### src/rtl/tfcs_pkg.sv
`default_nettype none

package tfcs_pkg;

    localparam int SLOTS_DEF   = 128;
    localparam int TTL_W       = 8;
    localparam int ID_W        = 32;
    localparam int SLOT_W      = 7;
    localparam int STATUS_W    = 3;
    localparam int MODE_W      = 2;

    localparam logic [TTL_W-1:0] TTL_RESET = TTL_W'(4);

    localparam logic [MODE_W-1:0] MODE_LOOKUP = 2'd0;
    localparam logic [MODE_W-1:0] MODE_TICK   = 2'd1;
    localparam logic [MODE_W-1:0] MODE_FLUSH  = 2'd2;

    localparam logic [STATUS_W-1:0] ST_HIT       = 3'd0;
    localparam logic [STATUS_W-1:0] ST_LOADED    = 3'd1;
    localparam logic [STATUS_W-1:0] ST_NO_SPACE  = 3'd2;
    localparam logic [STATUS_W-1:0] ST_LOAD_FAIL = 3'd3;
    localparam logic [STATUS_W-1:0] ST_DONE      = 3'd4;

    typedef struct packed {
        logic [MODE_W-1:0] mode;
        logic [ID_W-1:0]   file_id;
        logic              load_ok;
    } t_in;

    typedef struct packed {
        logic [STATUS_W-1:0] status;
        logic [SLOT_W-1:0]   slot;
    } t_out;

    typedef enum logic [2:0] {
        S_IDLE,
        S_SCAN,
        S_RESOLVE,
        S_TICK,
        S_FINISH
    } t_state;

    // controller to datapath
    typedef struct packed {
        logic load;
        logic flush;
        logic scan;
        logic hit_upd;
        logic resolve;
        logic tick_upd;
        logic set_done;
        logic push;
    } t_cmd;

    // datapath to controller
    typedef struct packed {
        logic hit;
        logic last;
        logic out_free;
    } t_stat;

endpackage

`default_nettype wire

### src/rtl/tfcs_ctrl.sv
`default_nettype none

module tfcs_ctrl
    import tfcs_pkg::*;
(
    input  wire logic  i_clk,
    input  wire logic  i_rst_n,
    input  wire logic  i_in_valid,
    input  wire t_in   i_in,
    output logic       o_in_ready,
    input  wire t_stat i_stat,
    output t_cmd       o_cmd
);

    t_state r_state;
    t_state n_state;

    always_ff @(posedge i_clk) begin
        if (!i_rst_n) begin
            r_state <= S_IDLE;
        end else begin
            r_state <= n_state;
        end
    end

    always_comb begin
        n_state = r_state;
        unique case (r_state)
            S_IDLE: begin
                if (i_in_valid) begin
                    priority if (i_in.mode == MODE_LOOKUP) begin
                        n_state = S_SCAN;
                    end else if (i_in.mode == MODE_TICK) begin
                        n_state = S_TICK;
                    end else begin
                        n_state = S_FINISH;
                    end
                end
            end
            S_SCAN: begin
                priority if (i_stat.hit) begin
                    n_state = S_FINISH;
                end else if (i_stat.last) begin
                    n_state = S_RESOLVE;
                end else begin
                    n_state = S_SCAN;
                end
            end
            S_RESOLVE: begin
                n_state = S_FINISH;
            end
            S_TICK: begin
                if (i_stat.last) begin
                    n_state = S_FINISH;
                end
            end
            S_FINISH: begin
                if (i_stat.out_free) begin
                    n_state = S_IDLE;
                end
            end
            default: begin
                n_state = S_IDLE;
            end
        endcase
    end

    always_comb begin
        o_in_ready = 1'b0;
        o_cmd      = '0;
        unique case (r_state)
            S_IDLE: begin
                o_in_ready = 1'b1;
                if (i_in_valid) begin
                    o_cmd.load = 1'b1;
                    // flush and the unused mode answer at once
                    if (i_in.mode != MODE_LOOKUP && i_in.mode != MODE_TICK) begin
                        o_cmd.set_done = 1'b1;
                        o_cmd.flush    = (i_in.mode == MODE_FLUSH);
                    end
                end
            end
            S_SCAN: begin
                o_cmd.scan    = 1'b1;
                o_cmd.hit_upd = i_stat.hit;
            end
            S_RESOLVE: begin
                o_cmd.resolve = 1'b1;
            end
            S_TICK: begin
                o_cmd.scan     = 1'b1;
                o_cmd.tick_upd = 1'b1;
                o_cmd.set_done = i_stat.last;
            end
            S_FINISH: begin
                o_cmd.push = i_stat.out_free;
            end
            default: begin
                o_cmd = '0;
            end
        endcase
    end

endmodule

`default_nettype wire

### config.mk
export PLATFORM = sky130hd
export DESIGN_NAME = tfcs_ctrl
export DESIGN_NICKNAME = d
export VERILOG_FILES = /design/src/rtl/tfcs_pkg.sv /design/src/rtl/tfcs_ctrl.sv
export SDC_FILE = /design/constraint.sdc
export NUM_CORES = 1
export LEC_CHECK = 0
export BUFFER_PORTS_ARGS = -buffer_cell sky130_fd_sc_hd__buf_2
export CORE_AREA = 10 10 47 49
export CTS_CLUSTER_SIZE = 12
export DETAILED_ROUTE_END_ITERATION = 12
export DIE_AREA = 0 0 57 59
export GPL_TIMING_DRIVEN = 1
export PLACE_DENSITY_LB_ADDON = 0.1
export SYNTH_ARGS = -nofsm -noshare
export SYNTH_HDL_FRONTEND = slang
export SYNTH_SLANG_ARGS = --single-unit
### constraint.sdc
create_clock -name i_clk -period 3.05 [get_ports i_clk]
set_input_delay 0.61 -clock i_clk [delete_from_list [all_inputs] [get_ports i_clk]]
set_output_delay 0.61 -clock i_clk [all_outputs]
set_load 0.005 [all_outputs]
==> key figures <==
Drt
  – DRC errors left: 0
  – DRT iter0 DRCs: 2
  – Vias after detailed routing: 312
  – DRT Pass-1 Iters: 4
  – Via-to-Cell Ratio: 4.52
  – Antenna Violating Nets Remaining: 0
  – Final WL: 906 um
  – WL/cell: 13.1 um

Floorplan
  – Die footprint: 0.00336 sq mm
  – Die width: 57 um
  – Die Y-Extent: 59 um
  – Row count: 14
  – I/O pin count: 50
  – Initial Util: 0.214
  – Core area: 0.00140 sq mm

Clock network
  – Worst-path clk slew: 0.04 ns
  – Hold_buf cts: 0
  – CTS tree: built
  – Longest Clk Path Bufs: 2
  – H-tree Lvls: 1
  – Clk_lat worst skew: 0.24 ns
  – Clock sink count: 3
  – Post-CTS Setup Inserts: 0
  – CTS Root Cell: clkbuf_4
  – CTS resizes: 0
  – CTS Buf Count: 3

Synthesis
  – Sequential element share of the synthesized area: 0.200
  – Syn_area_per_cell: 8.34 sq um
  – Cell Area, Synth: 300 sq um
  – Main area contributors after synthesis: dfxtp_1 20%, buf_6 11%, and2b_1 5.0%
  – Area leader, netlist: dfxtp_1
  – Yosys top cell area share: 0.200
  – Yosys cell types: 26
  – Syn Inst Count: 36
  – Synth warn: 0
  – Syn Nets: 77
  – Flops & latches, synth: 3

Global routing
  – Number of global-route vias before repair: 348
  – Antenna violations before repair: 0
  – Global-route wire length before repair: 1500 um
  – Total GRT Usage: 0.0569
  – Pin count of the biggest net entering global routing: 13
  – Gr ovfl total: 0

Timing
  – Max-slew violations: 0
  – Final clock skew: 0.00369 ns
  – Sum of negative setup slack: 0 ns
  – RSZ-0062 raised after global routing: no
  – Final period util: 0.654
  – Final worst setup slack: 1.06 ns
  – Hold Slack: 0.627 ns
  – Worst slew margin: 0.721
  – Final hold violations: 0
  – Max Clk Rate: 502 MHz
  – Measured slew at the worst slew-check pin: 0.418 ns
  – Min Tclk post-route: 1.99 ns
  – Setup-failing EPs final: 0

Finish
  – Fraction of layout cells with a size suffix above 1: 0.453
  – Most frequent cells in the layout: 16 x buf_2, 4 x nor2_1, 3 x clkbuf_4, 3 x dfxtp_1
  – Largest regs: r_state (3)
  – Commonest non-fill, non-tap cell in the layout: buf_2
  – Reg with most FFs: r_state
  – Number of diodes: 0
  – Max FFs per register: 3
  – Final design area excluding fillers: 393 sq um
  – Area grow syn2layout: 30.8%
  – Final net count: 95

Worst hold path
  – Worst min-delay path class: in2reg
  – Hold Path Depth: 2

Placement
  – DP HPWL: 715 um
  – GP Congestion: 0.715
  – Dpl ws: 1.18 ns
  – Placed Area: 367 sq um
  – PortBufs: 16

Critical path
  – FF-to-FF path depth: 3
  – Setup crit end kind: output port
  – Setup CP Type: reg2out
  – Worst EP arrival: 1.38 ns
  – Slowest stage delay, CP: 0.57 ns
  – Startpoint type of the worst setup path: flop
  – Reg2reg setup slack: 1.79 ns
  – Max Fanout on Critical Path: 12
  – Slowest CP cell: dfxtp_1
  – Worst EP required: 2.44 ns
  – Worst path cell trace: nor3_2, and2_2, nor3b_2, buf_2

Run status
  – Run status: finished, final reports clean

Power and ir drop
  – Pwr dens: 412 mW/mm^2
  – Max VDD drop: 0.129 mV
  – Pleak: 0.184 nW
  – Total power draw: 0.162 mW

Flow run
  – Maxcap violations: 0
final timing paths:
kind | endpoint | from
setup / recovery | o_cmd[6] | r_state[0]$_SDFFE_PN0P_
hold / removal | r_state[2]$_SDFFE_PN0P_ | i_rst_n
setup reg to reg | r_state[2]$_SDFFE_PN0P_ | r_state[0]$_SDFFE_PN0P_
hold reg to reg | r_state[1]$_SDFFE_PN0P_ | r_state[1]$_SDFFE_PN0P_
stage by stage:
stage / util / cells
6_report: 0.280 / 69
3_3_place_gp: 0.262 / 65
3_5_place_dp: 0.262 / 65
5_1_grt: 0.280 / 69
2_1_floorplan: - / 36
4_1_cts: 0.280 / 69
synthesized netlist by cell type:
| master | number |
|---|---|
| nor2_1 | 4 |
| buf_6 | 3 |
| dfxtp_1 | 3 |
| and2b_1 | 2 |
| inv_1 | 2 |
| nand2b_1 | 2 |
| a211oi_1 | 1 |
| a21oi_1 | 1 |
| a22oi_1 | 1 |
| a32oi_1 | 1 |
| and2_1 | 1 |
| and2_2 | 1 |
| and3_1 | 1 |
| nand2_2 | 1 |
| nand3_1 | 1 |
| nand3b_1 | 1 |
| nand4b_1 | 1 |
| nor3_2 | 1 |
| nor3b_1 | 1 |
| nor3b_2 | 1 |
| nor4_1 | 1 |
| nor4b_2 | 1 |
| o21ai_1 | 1 |
| o311ai_1 | 1 |
| o31a_1 | 1 |
| or2_1 | 1 |
metal layers:
layer  part of all wire  global-route usage
met1               0.41              0.0519
met2               0.55              0.0899
met3              0.034              0.0193
met4                  0              0.0705
met5                  0                   0
critical path: cells and delay by family (launching register included):
kind / cells / cell delay, ns
and+or+nand+nor: 3 / 0.46
DFF: 1 / 0.57
buffers and inverters: 1 / 0.12
final cells by class:
cell class                 instances  area (sq um)
clock buffer                       4          26.3
multi-input combinational         28           199
fill                             174          1010
tap                               16          20.0
inverter                           2          7.51
timing repair buffer              16          80.1
sequential                         3          60.1
cell families (layout without fill, tap and decap cells):
logic type	count (synthesis)	count (layout)	synth area share
AO/OA/AOI/OAI	7	7	0.171
AND/OR/NAND/NOR	21	21	0.492
flip-flops	3	3	0.200
buffers and inverters	5	22	0.138
report_power, final:
part,leakage [nW],internal [mW],switching (mW)
Sequential,0.0246,0.0423,0.00858
Clock,0.0150,0.0491,0.0223
Combinational,0.144,0.0216,0.0178
Total,0.184,0.113,0.0486
Note: power is estimated with default switching activity, not from simulation.
